**src/rtl/blg_pkg.sv**
```systemverilog
package blg_pkg;

    localparam int MV_W   = 14;
    localparam int LVL_W  = 7;
    localparam int HYST_W = 8;
    localparam int SUM_W  = 22;

    localparam int ROM_SIZE      = 101;
    localparam int ADDR_W        = $clog2(ROM_SIZE);
    localparam int TABLE_ENTRIES = 101;
    localparam int SAMPLES_DEF   = 8;
    localparam int LVL_MAX       = 100;

    localparam int USED_ENTRIES = (TABLE_ENTRIES < ROM_SIZE) ? TABLE_ENTRIES : ROM_SIZE;
    localparam int TOP_RAW      = USED_ENTRIES - 1;
    localparam int TOP_IDX      = (TOP_RAW < 1) ? 1 : ((TOP_RAW > LVL_MAX) ? LVL_MAX : TOP_RAW);
    localparam logic [ADDR_W-1:0] TOP_LVL = ADDR_W'(TOP_IDX);

    localparam logic [HYST_W-1:0] HYST_RESET = 8'd10;

    // rounding of the position between two neighbouring thresholds
    localparam int RND_W = MV_W + 8;
    localparam logic [RND_W-1:0] ROUND_SCALE = RND_W'(100);
    localparam logic [RND_W-1:0] ROUND_HALF  = RND_W'(50);

    // 1% voltage thresholds in mV
    localparam logic [MV_W-1:0] VOLT_ROM [ROM_SIZE] = '{
        14'd3200, 14'd3250, 14'd3300, 14'd3350, 14'd3400,
        14'd3450, 14'd3500, 14'd3550, 14'd3600, 14'd3650,
        14'd3700, 14'd3703, 14'd3706, 14'd3710, 14'd3713,
        14'd3716, 14'd3719, 14'd3723, 14'd3726, 14'd3729,
        14'd3732, 14'd3735, 14'd3739, 14'd3742, 14'd3745,
        14'd3748, 14'd3752, 14'd3755, 14'd3758, 14'd3761,
        14'd3765, 14'd3768, 14'd3771, 14'd3774, 14'd3777,
        14'd3781, 14'd3784, 14'd3787, 14'd3790, 14'd3794,
        14'd3797, 14'd3800, 14'd3805, 14'd3811, 14'd3816,
        14'd3821, 14'd3826, 14'd3832, 14'd3837, 14'd3842,
        14'd3847, 14'd3853, 14'd3858, 14'd3863, 14'd3868,
        14'd3874, 14'd3879, 14'd3884, 14'd3889, 14'd3895,
        14'd3900, 14'd3906, 14'd3911, 14'd3917, 14'd3922,
        14'd3928, 14'd3933, 14'd3939, 14'd3944, 14'd3950,
        14'd3956, 14'd3961, 14'd3967, 14'd3972, 14'd3978,
        14'd3983, 14'd3989, 14'd3994, 14'd4000, 14'd4008,
        14'd4015, 14'd4023, 14'd4031, 14'd4038, 14'd4046,
        14'd4054, 14'd4062, 14'd4069, 14'd4077, 14'd4085,
        14'd4092, 14'd4100, 14'd4111, 14'd4122, 14'd4133,
        14'd4144, 14'd4156, 14'd4167, 14'd4178, 14'd4189,
        14'd4200
    };

    localparam logic [MV_W-1:0] ROM_LO_MV = VOLT_ROM[0];
    localparam logic [MV_W-1:0] ROM_HI_MV = VOLT_ROM[TOP_IDX];

    typedef enum logic [2:0] {
        ST_IDLE,
        ST_DIV,
        ST_SCAN,
        ST_WALK_UP,
        ST_WALK_DN,
        ST_FINISH
    } t_state;

    typedef struct packed {
        logic             start;
        logic [SUM_W-1:0] dividend;
    } t_div_req;

    typedef struct packed {
        logic             busy;
        logic             done;
        logic [SUM_W-1:0] quotient;
    } t_div_rsp;

endpackage

```
**src/rtl/blg_if.sv**
```systemverilog
interface blg_sample_if;
    import blg_pkg::*;

    logic            valid;
    logic            ready;
    logic [MV_W-1:0] sample_mv;

    modport source (output valid, output sample_mv, input ready);
    modport sink   (input valid, input sample_mv, output ready);
endinterface

interface blg_result_if;
    import blg_pkg::*;

    logic             valid;
    logic             ready;
    logic [MV_W-1:0]  average_mv;
    logic [LVL_W-1:0] level_pct;

    modport source (output valid, output average_mv, output level_pct, input ready);
    modport sink   (input valid, input average_mv, input level_pct, output ready);
endinterface

```
**src/rtl/battery_level_gauge.sv**
```systemverilog
// Battery charge gauge. Voltage samples (mV) are summed in groups of
// SAMPLES_PER_AVERAGE; each full group gives a truncated average, and when that
// average differs from the previous one a result carries the average and a
// charge level in percent. The level comes from a 1% threshold table held in a
// synchronous ROM, rounded to the nearer neighbouring entry, then moved one step
// at a time against the previous level with a margin of hysteresis_mv (written
// through i_cfg_wr_en / i_cfg_wr_data, reset value 10). The first result after
// reset takes the table level directly. A sample that does not close a group
// only adds to the sum. Closing a group runs the reciprocal-multiply divider,
// a scan of the table (one ROM read per cycle), the hysteresis walk (one ROM
// read per step) and a load of the output register; no sample is taken
// meanwhile. Results sit in an output register, so samples keep flowing while
// a result waits to be taken; a later result holds in its last step until
// that register is free.
module battery_level_gauge #(
    parameter int SAMPLES_PER_AVERAGE = blg_pkg::SAMPLES_DEF
) (
    input  logic                       i_clk,
    input  logic                       i_rst_n,
    blg_sample_if.sink                 i_sample,
    blg_result_if.source               o_result,
    input  logic                       i_cfg_wr_en,
    input  logic [blg_pkg::HYST_W-1:0] i_cfg_wr_data
);
    import blg_pkg::*;

    logic [HYST_W-1:0] r_hyst;
    t_div_req          w_div_req;
    t_div_rsp          w_div_rsp;
    logic [ADDR_W-1:0] w_rom_addr;
    logic [MV_W-1:0]   w_rom_data;

    always_ff @(posedge i_clk) begin
        if (!i_rst_n) begin
            r_hyst <= HYST_RESET;
        end else if (i_cfg_wr_en) begin
            r_hyst <= i_cfg_wr_data;
        end
    end

    blg_ctrl #(
        .SAMPLES_PER_AVERAGE (SAMPLES_PER_AVERAGE)
    ) u_ctrl (
        .i_clk      (i_clk),
        .i_rst_n    (i_rst_n),
        .i_sample   (i_sample),
        .o_result   (o_result),
        .i_hyst_mv  (r_hyst),
        .o_div_req  (w_div_req),
        .i_div_rsp  (w_div_rsp),
        .o_rom_addr (w_rom_addr),
        .i_rom_data (w_rom_data)
    );

    blg_div #(
        .DIVISOR (SAMPLES_PER_AVERAGE)
    ) u_div (
        .i_clk   (i_clk),
        .i_rst_n (i_rst_n),
        .i_req   (w_div_req),
        .o_rsp   (w_div_rsp)
    );

    blg_rom u_rom (
        .i_clk  (i_clk),
        .i_addr (w_rom_addr),
        .o_data (w_rom_data)
    );

    a_no_sample_during_div: assert property (@(posedge i_clk) disable iff (!i_rst_n)
        (i_sample.valid && i_sample.ready) |-> !w_div_rsp.busy)
        else $error("sample transaction while divider busy");

    a_div_done_after_busy: assert property (@(posedge i_clk) disable iff (!i_rst_n)
        w_div_rsp.done |-> $past(w_div_rsp.busy))
        else $error("divider done without a division in progress");

    a_rom_addr_range: assert property (@(posedge i_clk) disable iff (!i_rst_n)
        w_rom_addr <= TOP_LVL)
        else $error("table address beyond top entry");

    a_level_range: assert property (@(posedge i_clk) disable iff (!i_rst_n)
        o_result.valid |-> (o_result.level_pct <= LVL_W'(LVL_MAX)))
        else $error("level above 100 percent");

endmodule

```
**src/rtl/blg_rom.sv**
```systemverilog
module blg_rom (
    input  logic                       i_clk,
    input  logic [blg_pkg::ADDR_W-1:0] i_addr,
    output logic [blg_pkg::MV_W-1:0]   o_data
);
    import blg_pkg::*;

    logic [MV_W-1:0] r_data;

    always_ff @(posedge i_clk) begin
        if (i_addr <= ADDR_W'(ROM_SIZE - 1)) begin
            r_data <= VOLT_ROM[i_addr];
        end else begin
            r_data <= '0;
        end
    end

    assign o_data = r_data;

endmodule

```
**src/rtl/blg_div.sv**
```systemverilog
module blg_div #(
    parameter int DIVISOR = blg_pkg::SAMPLES_DEF
) (
    input  logic              i_clk,
    input  logic              i_rst_n,
    input  blg_pkg::t_div_req i_req,
    output blg_pkg::t_div_rsp o_rsp
);
    import blg_pkg::*;

    // floor(n / DIVISOR) for every n below 2**SUM_W as (n * RECIP) >> SHIFT,
    // RECIP rounded up so the error stays below one quotient step
    localparam int SHIFT   = SUM_W + $clog2(DIVISOR);
    localparam int RECIP_W = SUM_W + 1;
    localparam int PROD_W  = SUM_W + RECIP_W;
    localparam logic [RECIP_W-1:0] RECIP =
        RECIP_W'(((1 << SHIFT) + DIVISOR - 1) / DIVISOR);

    logic             r_busy;
    logic             r_done;
    logic [SUM_W-1:0] r_dvd;
    logic [SUM_W-1:0] r_quo;

    logic [PROD_W-1:0] prod;
    logic [PROD_W-1:0] prod_sh;

    assign prod    = PROD_W'(r_dvd) * PROD_W'(RECIP);
    assign prod_sh = prod >> SHIFT;

    // dividend registered on start, quotient registered on the next cycle while busy
    always_ff @(posedge i_clk) begin
        if (!i_rst_n) begin
            r_busy <= 1'b0;
            r_done <= 1'b0;
        end else begin
            r_done <= 1'b0;
            if (i_req.start) begin
                r_busy <= 1'b1;
            end else if (r_busy) begin
                r_busy <= 1'b0;
                r_done <= 1'b1;
            end
        end
    end

    always_ff @(posedge i_clk) begin
        if (i_req.start) begin
            r_dvd <= i_req.dividend;
        end
        if (r_busy) begin
            r_quo <= prod_sh[SUM_W-1:0];
        end
    end

    assign o_rsp.busy     = r_busy;
    assign o_rsp.done     = r_done;
    assign o_rsp.quotient = r_quo;

endmodule

```
**src/rtl/blg_ctrl.sv**
```systemverilog
module blg_ctrl #(
    parameter int SAMPLES_PER_AVERAGE = blg_pkg::SAMPLES_DEF
) (
    input  logic                       i_clk,
    input  logic                       i_rst_n,
    blg_sample_if.sink                 i_sample,
    blg_result_if.source               o_result,
    input  logic [blg_pkg::HYST_W-1:0] i_hyst_mv,
    output blg_pkg::t_div_req          o_div_req,
    input  blg_pkg::t_div_rsp          i_div_rsp,
    output logic [blg_pkg::ADDR_W-1:0] o_rom_addr,
    input  logic [blg_pkg::MV_W-1:0]   i_rom_data
);
    import blg_pkg::*;

    localparam int CNT_W = $clog2(SAMPLES_PER_AVERAGE + 1);
    localparam logic [CNT_W-1:0] LAST_CNT = CNT_W'(SAMPLES_PER_AVERAGE - 1);

    t_state             r_state, n_state;
    logic [SUM_W-1:0]   r_sum, n_sum;
    logic [CNT_W-1:0]   r_cnt, n_cnt;
    logic [MV_W-1:0]    r_last, n_last;
    logic [ADDR_W-1:0]  r_stable, n_stable;
    logic               r_known, n_known;
    logic [MV_W-1:0]    r_v, n_v;
    logic [ADDR_W-1:0]  r_hi, n_hi;
    logic [MV_W-1:0]    r_prev, n_prev;
    logic [ADDR_W-1:0]  r_lvl, n_lvl;
    logic [ADDR_W-1:0]  r_target, n_target;
    logic               r_out_vld, n_out_vld;
    logic [MV_W-1:0]    r_out_avg, n_out_avg;
    logic [LVL_W-1:0]   r_out_lvl, n_out_lvl;

    logic               accept;
    logic [SUM_W-1:0]   sum_acc;
    logic [MV_W-1:0]    avg;
    logic [MV_W-1:0]    diff;
    logic [MV_W-1:0]    span;
    logic [RND_W-1:0]   rnd_num;
    logic [RND_W-1:0]   rnd_lim;
    logic               round_up;
    logic [ADDR_W-1:0]  stable_cl;
    logic [MV_W:0]      up_lim;
    logic               up_ok;
    logic               dn_ok;
    logic               raw_vld;
    logic [ADDR_W-1:0]  raw_val;

    assign accept  = i_sample.valid && i_sample.ready;
    assign sum_acc = r_sum + SUM_W'(i_sample.sample_mv);
    assign avg     = i_div_rsp.quotient[MV_W-1:0];

    // round to nearest entry: frac >= 50 is the same as num >= 50 * span
    assign diff     = r_v - r_prev;
    assign span     = i_rom_data - r_prev;
    assign rnd_num  = RND_W'(diff) * ROUND_SCALE + RND_W'(span >> 1);
    assign rnd_lim  = RND_W'(span) * ROUND_HALF;
    assign round_up = (span != '0) && (rnd_num >= rnd_lim);

    assign stable_cl = (r_stable > TOP_LVL) ? TOP_LVL : r_stable;

    assign up_lim = {1'b0, i_rom_data} + (MV_W + 1)'(i_hyst_mv);
    assign up_ok  = {1'b0, r_v} >= up_lim;
    assign dn_ok  = ({1'b0, r_v} + (MV_W + 1)'(i_hyst_mv)) < {1'b0, i_rom_data};

    always_ff @(posedge i_clk) begin
        if (!i_rst_n) begin
            r_state   <= ST_IDLE;
            r_sum     <= '0;
            r_cnt     <= '0;
            r_last    <= '0;
            r_stable  <= '0;
            r_known   <= 1'b0;
            r_out_vld <= 1'b0;
        end else begin
            r_state   <= n_state;
            r_sum     <= n_sum;
            r_cnt     <= n_cnt;
            r_last    <= n_last;
            r_stable  <= n_stable;
            r_known   <= n_known;
            r_out_vld <= n_out_vld;
        end
    end

    always_ff @(posedge i_clk) begin
        r_v       <= n_v;
        r_hi      <= n_hi;
        r_prev    <= n_prev;
        r_lvl     <= n_lvl;
        r_target  <= n_target;
        r_out_avg <= n_out_avg;
        r_out_lvl <= n_out_lvl;
    end

    always_comb begin
        n_state   = r_state;
        n_sum     = r_sum;
        n_cnt     = r_cnt;
        n_last    = r_last;
        n_stable  = r_stable;
        n_known   = r_known;
        n_v       = r_v;
        n_hi      = r_hi;
        n_prev    = r_prev;
        n_lvl     = r_lvl;
        n_target  = r_target;
        n_out_vld = r_out_vld;
        n_out_avg = r_out_avg;
        n_out_lvl = r_out_lvl;
        o_div_req = '0;
        o_rom_addr = '0;
        raw_vld   = 1'b0;
        raw_val   = '0;

        if (r_out_vld && o_result.ready) begin
            n_out_vld = 1'b0;
        end

        case (r_state)
            ST_IDLE: begin
                if (accept) begin
                    if (r_cnt == LAST_CNT) begin
                        o_div_req.start    = 1'b1;
                        o_div_req.dividend = sum_acc;
                        n_sum   = '0;
                        n_cnt   = '0;
                        n_state = ST_DIV;
                    end else begin
                        n_sum = sum_acc;
                        n_cnt = r_cnt + 1'b1;
                    end
                end
            end
            ST_DIV: begin
                if (i_div_rsp.done) begin
                    if (avg == r_last) begin
                        n_state = ST_IDLE;
                    end else begin
                        n_last = avg;
                        n_v    = avg;
                        if (avg <= ROM_LO_MV) begin
                            raw_vld = 1'b1;
                            raw_val = '0;
                        end else if (avg >= ROM_HI_MV) begin
                            raw_vld = 1'b1;
                            raw_val = TOP_LVL;
                        end else begin
                            n_hi       = ADDR_W'(1);
                            n_prev     = ROM_LO_MV;
                            o_rom_addr = ADDR_W'(1);
                            n_state    = ST_SCAN;
                        end
                    end
                end
            end
            ST_SCAN: begin
                // rom data is the threshold at r_hi
                if (r_hi < TOP_LVL && i_rom_data <= r_v) begin
                    n_hi       = r_hi + 1'b1;
                    n_prev     = i_rom_data;
                    o_rom_addr = r_hi + 1'b1;
                end else begin
                    raw_vld = 1'b1;
                    raw_val = r_hi - 1'b1 + ADDR_W'(round_up);
                end
            end
            ST_WALK_UP: begin
                // rom data is the threshold at r_lvl + 1
                if (up_ok) begin
                    n_lvl = r_lvl + 1'b1;
                    if (r_lvl + 1'b1 < r_target) begin
                        o_rom_addr = r_lvl + ADDR_W'(2);
                    end else begin
                        n_state = ST_FINISH;
                    end
                end else begin
                    n_state = ST_FINISH;
                end
            end
            ST_WALK_DN: begin
                // rom data is the threshold at r_lvl
                if (dn_ok) begin
                    n_lvl = r_lvl - 1'b1;
                    if (r_lvl - 1'b1 > r_target) begin
                        o_rom_addr = r_lvl - 1'b1;
                    end else begin
                        n_state = ST_FINISH;
                    end
                end else begin
                    n_state = ST_FINISH;
                end
            end
            ST_FINISH: begin
                if (!r_out_vld || o_result.ready) begin
                    n_out_vld = 1'b1;
                    n_out_avg = r_v;
                    n_out_lvl = LVL_W'(r_lvl);
                    n_stable  = r_lvl;
                    n_known   = 1'b1;
                    n_state   = ST_IDLE;
                end
            end
            default: begin
                n_state = ST_IDLE;
            end
        endcase

        // raw level known: first result takes it, later ones walk toward it
        if (raw_vld) begin
            n_target = raw_val;
            if (!r_known) begin
                n_lvl   = raw_val;
                n_state = ST_FINISH;
            end else if (stable_cl < raw_val) begin
                n_lvl      = stable_cl;
                o_rom_addr = stable_cl + 1'b1;
                n_state    = ST_WALK_UP;
            end else if (stable_cl > raw_val) begin
                n_lvl      = stable_cl;
                o_rom_addr = stable_cl;
                n_state    = ST_WALK_DN;
            end else begin
                n_lvl   = stable_cl;
                n_state = ST_FINISH;
            end
        end
    end

    assign i_sample.ready      = (r_state == ST_IDLE);
    assign o_result.valid      = r_out_vld;
    assign o_result.average_mv = r_out_avg;
    assign o_result.level_pct  = r_out_lvl;

endmodule

```
**src/flat_wrapper.sv**
```systemverilog
// flat-port wrapper written by rule: the top's interface ports become plain ports
module battery_level_gauge_flat import blg_pkg::*;
#(
    parameter int SAMPLES_PER_AVERAGE = blg_pkg::SAMPLES_DEF
)
  (i_clk, i_rst_n, i_cfg_wr_en, i_cfg_wr_data, i_sample_valid, i_sample_sample_mv, i_sample_ready, o_result_valid, o_result_average_mv, o_result_level_pct, o_result_ready);
  blg_sample_if i_sample_i ();
  blg_result_if o_result_i ();
  input  logic i_clk;
  input  logic i_rst_n;
  input  logic i_cfg_wr_en;
  input  logic [blg_pkg::HYST_W-1:0] i_cfg_wr_data;
  input wire logic [$bits(i_sample_i.valid)-1:0] i_sample_valid;
  input wire logic [$bits(i_sample_i.sample_mv)-1:0] i_sample_sample_mv;
  output wire logic [$bits(i_sample_i.ready)-1:0] i_sample_ready;
  output wire logic [$bits(o_result_i.valid)-1:0] o_result_valid;
  output wire logic [$bits(o_result_i.average_mv)-1:0] o_result_average_mv;
  output wire logic [$bits(o_result_i.level_pct)-1:0] o_result_level_pct;
  input wire logic [$bits(o_result_i.ready)-1:0] o_result_ready;
  assign i_sample_i.valid = i_sample_valid;
  assign i_sample_i.sample_mv = i_sample_sample_mv;
  assign i_sample_ready = i_sample_i.ready;
  assign o_result_valid = o_result_i.valid;
  assign o_result_average_mv = o_result_i.average_mv;
  assign o_result_level_pct = o_result_i.level_pct;
  assign o_result_i.ready = o_result_ready;
  battery_level_gauge #(.SAMPLES_PER_AVERAGE(SAMPLES_PER_AVERAGE)) u_core (.i_clk(i_clk), .i_rst_n(i_rst_n), .i_sample(i_sample_i), .o_result(o_result_i), .i_cfg_wr_en(i_cfg_wr_en), .i_cfg_wr_data(i_cfg_wr_data));
endmodule
```
**config.mk**
```make
export PLATFORM = sky130hd
export DESIGN_NAME = battery_level_gauge_flat
export DESIGN_NICKNAME = d
export VERILOG_FILES = /design/src/rtl/blg_pkg.sv /design/src/rtl/blg_if.sv /design/src/rtl/battery_level_gauge.sv /design/src/rtl/blg_rom.sv /design/src/rtl/blg_div.sv /design/src/rtl/blg_ctrl.sv /design/src/flat_wrapper.sv
export SDC_FILE = /design/constraint.sdc
export NUM_CORES = 1
export LEC_CHECK = 0
export BUFFER_PORTS_ARGS = -buffer_cell sky130_fd_sc_hd__buf_2
export CAP_MARGIN = 25
export CORE_MARGIN = 3
export CORE_UTILIZATION = 60
export DETAILED_ROUTE_END_ITERATION = 16
export HOLD_SLACK_MARGIN = 0.12
export PLACE_DENSITY = 0.83
export SYNTH_ARGS = -nofsm -noshare
export SYNTH_HDL_FRONTEND = slang
export SYNTH_SLANG_ARGS = --single-unit
export TNS_END_PERCENT = 20
```
**constraint.sdc**
```tcl
create_clock -name i_clk -period 14.64 [get_ports i_clk]
set_input_delay 2.928 -clock i_clk [delete_from_list [all_inputs] [get_ports i_clk]]
set_output_delay 2.928 -clock i_clk [all_outputs]
set_load 0.1 [all_outputs]
```
==> results.txt, run 1 <==
- The first global-routing pass estimated 66800 um of wire.
* Share of synthesized area occupied by flip-flops and latches: 0.268
- The largest total area in the synthesized netlist belongs to ha_1.
- The tree is rooted in a clkbuf_16.
* Most common library cell in the layout ignoring fill and taps: ha_1
- Entering global routing, the biggest net connects 53 pins.
* Critical path's top delay family: compound AO/OA/AOI/OAI gates
- In this run the number of cells on the critical path is 49.
- Post-synthesis area per instance: 8.75 sq um
- Counting instances, the worst hold path has a depth of 0.
- In the detailed route, the total length drawn on met2 is 19200 um.
- Using the TritonRoute via totals, the vias-per-cell ratio works out to 6.29.
- Number of post-CTS setup repair buffers: 0
- Clock Path Buffers: 2
- Fraction of final layout cells sized beyond drive strength 1: 0.0669
- Die X: 169 um
- The tree built by TritonCTS fans out to 165 sinks.
- I/O pins: 50
- Met3 routed wirelength: 3090 um
- Setup repair after global routing left no endpoint under its margin.
- Headroom to the max-slew limit came out at 0.355.
- Summed over all layers, the global routing overflow is 0.
- The count of nets left with antenna violations once routing finished came out at 0.
- Core area: 0.0256 sq mm
- After detailed routing, the average wire length per cell comes to 18.9 um.
- The number of global-route vias before repair is 13400.
* Port buffer count: 49
- The max-slew violation count is 0.
- The die covers 0.0285 sq mm.
* Critical Path RT: 14970 ps
* Final clock skew: 18.4 ps
- Setup violations remaining at the end of the flow were counted as 0.
* #FFs+latches synth: 165
- Initial antenna violation count: 1
* Count of unique library cells instantiated by Yosys: 89
- Timing would allow up to 81.2 MHz.
* TritonCTS clock tree: done
- Antenna diode instance count: 0
* Min-delay worst type: flip-flop to flip-flop
- Among all flip-flop cells after synthesis, the most frequent one is edfxtp_1.
- The critical path is of the flip-flop to flip-flop type.
- For this run, the number of Yosys warnings is 0.
- Die height: 169 um
- After the last flow step, the layout net total stands at 2151.
- For this block, the initial DRC count from the detailed router was 1220.
- Clock edge transition at the registers on the reported setup and hold paths: 80 ps
* Number of nets in the synthesized netlist: 2131
- Cells resized by post-CTS repair: 0
* Total routing resource utilization after global routing: 0.288
- For the pin with the worst max-slew slack, the measured transition is 966 ps.
* Startpoint type of the worst setup path: flip-flop
- Most area-consuming cells after synthesis: ha_1, edfxtp_1, dfxtp_1
* Final total negative setup slack: 0 ps
* Post-synthesis cell area: 0.0159 sq mm
- Yosys top cell area share: 0.204
- Maximum Capacitance Violations: 0
* Top Layer Used: met5
- The initial utilization of the core area, before any placement, comes to 0.622.
* Biggest fanout along the worst timing path: 17
- Dpl hpwl: 32800 um
* Final critical delay including setup and external delays: 12320 ps
* H-tree levels: 4
- Worst path buffer plus inverter count: 4
- Most frequent cells in the layout: ha_1, inv_1, nor2_1
* Total clock buffers created by CTS: 17
- The flow ran to the end, and the final reports show no timing, DRC or antenna violations.
- The routed layout has 13700 vias.
* Placer Congestion: 0.960
- Met1 Wirelength: 17600 um
- Std-Cell Rows: 58
* Clock insertion delay at the later pin of the skew report: 450 ps
* Critical path data arrival time: 12640 ps
- The synthesized design contains 96 enable-type register cells.
* Synthesized instance count: 1820
* # hold bufs at CTS: 0
- Most frequent CP cell: ha_1
- Routed Wire Length: 41400 um
- In this design, the stage delay of the slowest critical-path cell is 800 ps.
- Of the available clock period, the critical path in the final layout requires 0.841.
- From synthesis to final layout, the design area changed by 7.06%.
- The final-report hold violation count was 0.
- The worst setup path is captured at a flip-flop.
- Pre-antenna DRT Iters: 6
- Number of DRC violations after detailed routing: 0
* Worst-path cell with the longest stage delay: a31oi_2
- Asr flop ratio synth: 0
- The worst register-to-register path has a depth of 49.
synth_stat cells, drive strengths merged, types with 22 or more instances:
library cell and instances:
a21o 30, a21oi 116, clkbuf 38, dfxtp 69, edfxtp 96, fa 24, ha 260, inv 200
mux2i 25, nand2 133, nand2b 22, nand3 48, nor2 154, nor3 34, o21ai 78, xnor2 70
xor2 63
state kept, by name, summed over array words and instances, names as in the netlist:
| register | flops |
|---|---|
| u_core.u_div.r_busy | 1 |
| u_core.u_ctrl.r_sum | 17 |
| u_core.u_ctrl.r_last | 14 |
| u_core.u_ctrl.r_target | 7 |
| u_core.r_hyst | 8 |
| u_core.u_ctrl.o_result.valid | 1 |
| u_core.u_div.r_done | 1 |
| u_core.u_ctrl.r_hi | 7 |
| u_core.u_div.r_quo | 14 |
| u_core.u_ctrl.r_stable | 7 |
| u_core.u_ctrl.r_state | 3 |
| u_core.u_ctrl.o_result.level_pct | 7 |
| u_core.u_ctrl.r_lvl | 7 |
| u_core.u_ctrl.r_cnt | 4 |
| u_core.u_rom.o_data | 12 |
| u_core.u_ctrl.o_result.average_mv | 14 |
| u_core.u_ctrl.r_v | 14 |
| u_core.u_ctrl.r_known | 1 |
| u_core.u_div.r_dvd | 14 |
| u_core.u_ctrl.r_prev | 12 |
metrics by stage:
stage          std cells  area, sq um   util  hold slack, ps  worst slack, ps
2_1_floorplan       1820        15900      -             400             4460
5_1_grt             2183        17000  0.666             434             1230
3_5_place_dp        2150        16400  0.640             405             2550
4_1_cts             2182        17000  0.665             424             2450
3_3_place_gp        2150        16400  0.640             401             3020
6_report            2183        17000  0.666             424             2320
cells by family (layout without fill, tap and decap cells):
kind of cell    after synthesis  after routing  share of synthesized area
compound gates              442            442                      0.190
flops                       165            165                      0.268
simple gates                507            507                      0.152
fa+ha+maj                   284            284                      0.234
mux                          29             29                     0.0193
buf+inv                     260            293                     0.0641
xor+xnor                    133            133                     0.0732
layer usage:
layer  vias up  GRT usage
li1       6580          -
met1      6460      0.383
met2       571      0.481
met3       110     0.0427
met4         2      0.104
met5         -          0
cell type report:
class	instances	area (sq um)
Clock buffer	17	425
Clock inverter	15	203
Fill cell	2101	8570
Inverter	202	758
Multi-Input combinational cell	1395	10700
Sequential cell	165	4260
Tap cell	330	413
Timing Repair Buffer	59	328
path summary, 6_finish.rpt:
kind	end	startpoint	slack, ps
setup / recovery	u_core.u_rom.o_data[3]	u_core.u_ctrl.r_v[1]	2320
hold / removal	u_core.u_div.r_quo[8]	u_core.u_div.r_dvd[11]	420
setup reg to reg	u_core.u_rom.o_data[3]	u_core.u_ctrl.r_v[1]	2320
hold reg to reg	u_core.u_div.r_quo[8]	u_core.u_div.r_dvd[11]	420
Power of run 1 is not shown: default switching activity piles up to over one toggle a cycle in this logic, so the estimate is an artifact.
==> run 2: changes to the inputs <==
--- a/config.mk
+++ b/config.mk
@@ -5,6 +5,7 @@
 export SDC_FILE = /design/constraint.sdc
 export NUM_CORES = 1
 export LEC_CHECK = 0
+export ABC_AREA = 1
 export BUFFER_PORTS_ARGS = -buffer_cell sky130_fd_sc_hd__buf_2
 export CAP_MARGIN = 25
 export CORE_MARGIN = 3
==> constraint.sdc (replaced) <==
create_clock -name i_clk -period 11.35 [get_ports i_clk]
set_input_delay 2.27 -clock i_clk [delete_from_list [all_inputs] [get_ports i_clk]]
set_output_delay 2.27 -clock i_clk [all_outputs]
set_load 0.1 [all_outputs]
==> results.txt, run 2 <==
* Outcome: complete, no violations
- The layout net count was 2473 (+15%).
* Number of nets in the synthesized netlist: 2424 (+14%)
- The overall via count from detail_route is 14200 (+3.4%).
- Startpoint type of the worst setup path: flip-flop
- Maximum Capacitance Violations: 0 (unchanged)
- R2R Path Start: u_core.u_ctrl.r_v[0]
* Number of antenna-violating nets in the routed design: 0 (unchanged)
- #FFs+latches synth: 165 (unchanged)
- The synthesized cell area is 0.0160 sq mm (+0.68%).
- Die X: 169 um (+0.33%)
- Global-route wire length before repair: 67000 um (+0.28%)
- The count of input and output buffers is 49 (unchanged).
* Effective utilization at floorplan: 0.613 (-0.00814)
- The share of the yosys chip area belonging to registers was 0.266 (-0.00180).
* Number of DRC violations after detailed routing: 0 (unchanged)
- Maximum clock rate: 93.4 MHz (+15%)
* Largest net degree at the start of global routing: 37 (-30%)
- Compared with the post-synthesis result, the final layout area differs by 7.55%.
* Die height: 169 um (+0.33%)
- Ys Warns: 0 (unchanged)
* Final clock skew: 15.8 ps (-2.56 ps)
- The largest individual stage delay along the critical path comes from the cell fa_1.
- In the layout the commonest cells are nand2_1, inv_1, ha_1.
- Fraction of final layout cells sized beyond drive strength 1: 0.0708 (+0.00389)
- By count the netlist is led by nand2_1, inv_1, ha_1.
- The cell depth of the worst hold path is 0 (unchanged).
- Minimum setup slack among reg-to-reg paths: 640 ps (-1680 ps)
* Final critical delay including setup and external delays: 10710 ps (-1610 ps)
* Asr flop ratio synth: 0 (unchanged)
- Initial antenna violation count: 0 (-1)
- H-tree levels: 4 (unchanged)
- The count of flip-flops with a built-in enable after synthesis came to 96 (unchanged).
* Register containing the most flip-flops in the final layout: u_core.u_ctrl.r_sum
* Setup-failing EPs final: 0 (unchanged)
- Synthesized instance count: 2113 (+16%)
* Std-Cell Rows: 59 (+1.7%)
- The area of the multi-input gates came to 0.0102 sq mm (-3.9%).
- Critical path data arrival time: 11020 ps (-1620 ps)
* Most area-consuming cells after synthesis: ha_1, edfxtp_1, nand2_1
- Placed cell areas: 0.0166 sq mm (+0.96%)
* End point of the worst hold path: u_core.u_div.r_quo[2]
- Summed over all instances, the cell type with the most area after synthesis is ha_1.
- The buffers plus inverters on the worst setup path is 11 (+7).
- The setup slack at placement came to 717 ps (-1830 ps).
- The setup slack of the critical path after layout came to 645 ps (-1680 ps).
- Critical path's top delay family: adder cells
- The relative max-transition margin came to 0.370 (+0.0151).
* Worst Max-Slew Pin Slew: 943 ps (-22.8 ps)
* Leading register cell type out of synthesis: edfxtp_1
- The worst register-to-register path ends at u_core.u_rom.o_data[6].
- Final design area excluding fillers: 0.0172 sq mm (+1.1%)
* Number of flip-flops under the largest register name: 17 (unchanged)
- The top-area cell type share of the netlist area was 0.203 (-0.00137).
- Die area: 0.0287 sq mm (+0.65%)
- Routed Wire Length: 41200 um (-0.36%)
- Overflow left after global routing: 0 (unchanged)
- Critical Path RT: 11670 ps (-3300 ps)
- The worst reg2reg path depth is 60 (+22%).
- Startpoint of the lowest-slack hold path: u_core.u_div.r_dvd[5]
- The longest individual stage delay on the worst path is 520 ps (-280 ps).
- The number of different library cells in the post-synthesis netlist came to 59 (-34%).
- Final number of max-transition violations: 0 (unchanged)
* Antenna diode instance count: 0 (unchanged)
- Total routing resource utilization after global routing: 0.286 (-0.00218)
* Clock insertion delay at the later pin of the skew report: 440 ps (about the same)
* Vias per cell: 5.66 (-10%)
- The largest fanout of any net on the critical path is 6 (-11).
* Final Hold Vio Count: 0 (unchanged)
* I/O pins: 50 (unchanged)
- The final HPWL from detailed placement was 32800 um (-0.14%).
- TritonCTS built the clock tree.
- The worst hold path belongs to the class flip-flop to flip-flop.
* Setup crit end kind: flip-flop
* Sequential standard cell area: 0.00426 sq mm (unchanged)
- The mean post-synth cell area is 7.59 sq um (-13%).
- Clock edge transition at the registers on the reported setup and hold paths: 70 ps (about the same)
- The number of clock sinks seen by CTS is 165 (unchanged).
* Wire length per cell after detailed routing: 16.4 um (-13%)
* Initial DRC Count: 1090 (-11%)
- Core area: 0.0261 sq mm (+2.0%)
- Filler instances: 2188 (+4.1%)
* Total clock buffers created by CTS: 17 (unchanged)
* Number of global-route vias before repair: 14000 (+4.5%)
- By instance count, the leading cell after synthesis is nand2_1.
- The number of detailed-routing iterations run before antenna repair came to 5 (-1).
- Period utilization: 0.943 (+0.102)
* Clock root buffer master: clkbuf_16
- Placer Congestion: 0.962 (+0.30%)
* Most frequent CP cell: nand2_1
- Leaving out fill and tap cells, the most frequent cell in the layout is nand2_1.
- Critical path class: flip-flop to flip-flop
- The buffer depth of the longest clock path was 2 (unchanged).
## run 2: cell count changes in the layout (fill, tap and decap cells not counted), sizes merged, moves of 32 or more
cell / previous run / this run
nand3: 48 / 98
nand2: 133 / 424
xnor2: 70 / 23
xor2: 63 / 95
a21oi: 116 / 162
nor2: 154 / 205
inv: 205 / 368
## run 2: worst max-delay path by stage
| stage | from | to | slack (ps) | cells past startpoint |
|---|---|---|---|---|
| 2_1_floorplan | u_core.u_ctrl.r_v[0] | u_core.u_rom.o_data[1] | 1980 | 60 |
| 3_3_place_gp | u_core.u_ctrl.r_v[0] | u_core.u_rom.o_data[1] | 1100 | 60 |
| 3_5_place_dp | u_core.u_ctrl.r_v[1] | u_core.u_rom.o_data[1] | 720 | 58 |
| 4_1_cts | u_core.u_ctrl.r_v[1] | u_core.u_rom.o_data[4] | 600 | 59 |
| 5_1_grt | u_core.u_ctrl.r_v[2] | u_core.u_rom.o_data[6] | -70 | 64 |
| 6_report | u_core.u_ctrl.r_v[0] | u_core.u_rom.o_data[6] | 640 | 60 |
## run 2: cell families after synthesis
logic type | Yosys count | share of synthesized area
AO/OA/AOI/OAI | 348 | 0.123
XOR/XNOR | 118 | 0.0645
adder cells (fa/ha/maj) | 284 | 0.233
buffers and inverters | 398 | 0.0976
flip-flops | 165 | 0.266
AND/OR/NAND/NOR | 800 | 0.216
## run 2: routing by layer
metal	up-vias	share of wire	track usage	wire length, um
met5	-	0	0	0
met4	0	0.035	0.109	1420
met3	112	0.058	0.0363	2410
met2	443	0.48	0.503	19900
met1	6583	0.42	0.360	17500
li1	7058	-	-	-
## run 2: cell type report
cell class                      instances  area share
Multi-Input combinational cell       1550       0.594
Sequential cell                       165       0.247
Inverter                              366      0.0798
Clock buffer                           19      0.0269
Tap cell                              335      0.0243
Timing Repair Buffer                   62      0.0199
Clock inverter                         13     0.00769
## run 2: timing repair
item | 4_1_cts | 5_1_grt
hold buffers | 0 | 0
buffers inserted | 0 | 7
setup endpoints to repair | 0 | 11
resized for setup | 0 | 5
## run 2: per-stage QoR
stage          instances  hold WS (ps)   util  TNS [ps]
2_1_floorplan       2113           400      -         0
3_3_place_gp        2470           401  0.634         0
3_5_place_dp        2471           405  0.634         0
4_1_cts             2503           420  0.657         0
5_1_grt             2510           434  0.660      -306
6_report            2510           421  0.660         0
## run 2: worst register-to-register path: cells and delay by family, from the launching register on
kind,cells,cell delay [ps]
adders and majority gates,12,3690
xor gates and xnor gates,4,670
buffers and inverters,11,990
and+or+nand+nor,19,2030
DFF,1,410
AOI/OAI and AO/OA,14,2770
Power of run 2 is left out for the same reason.
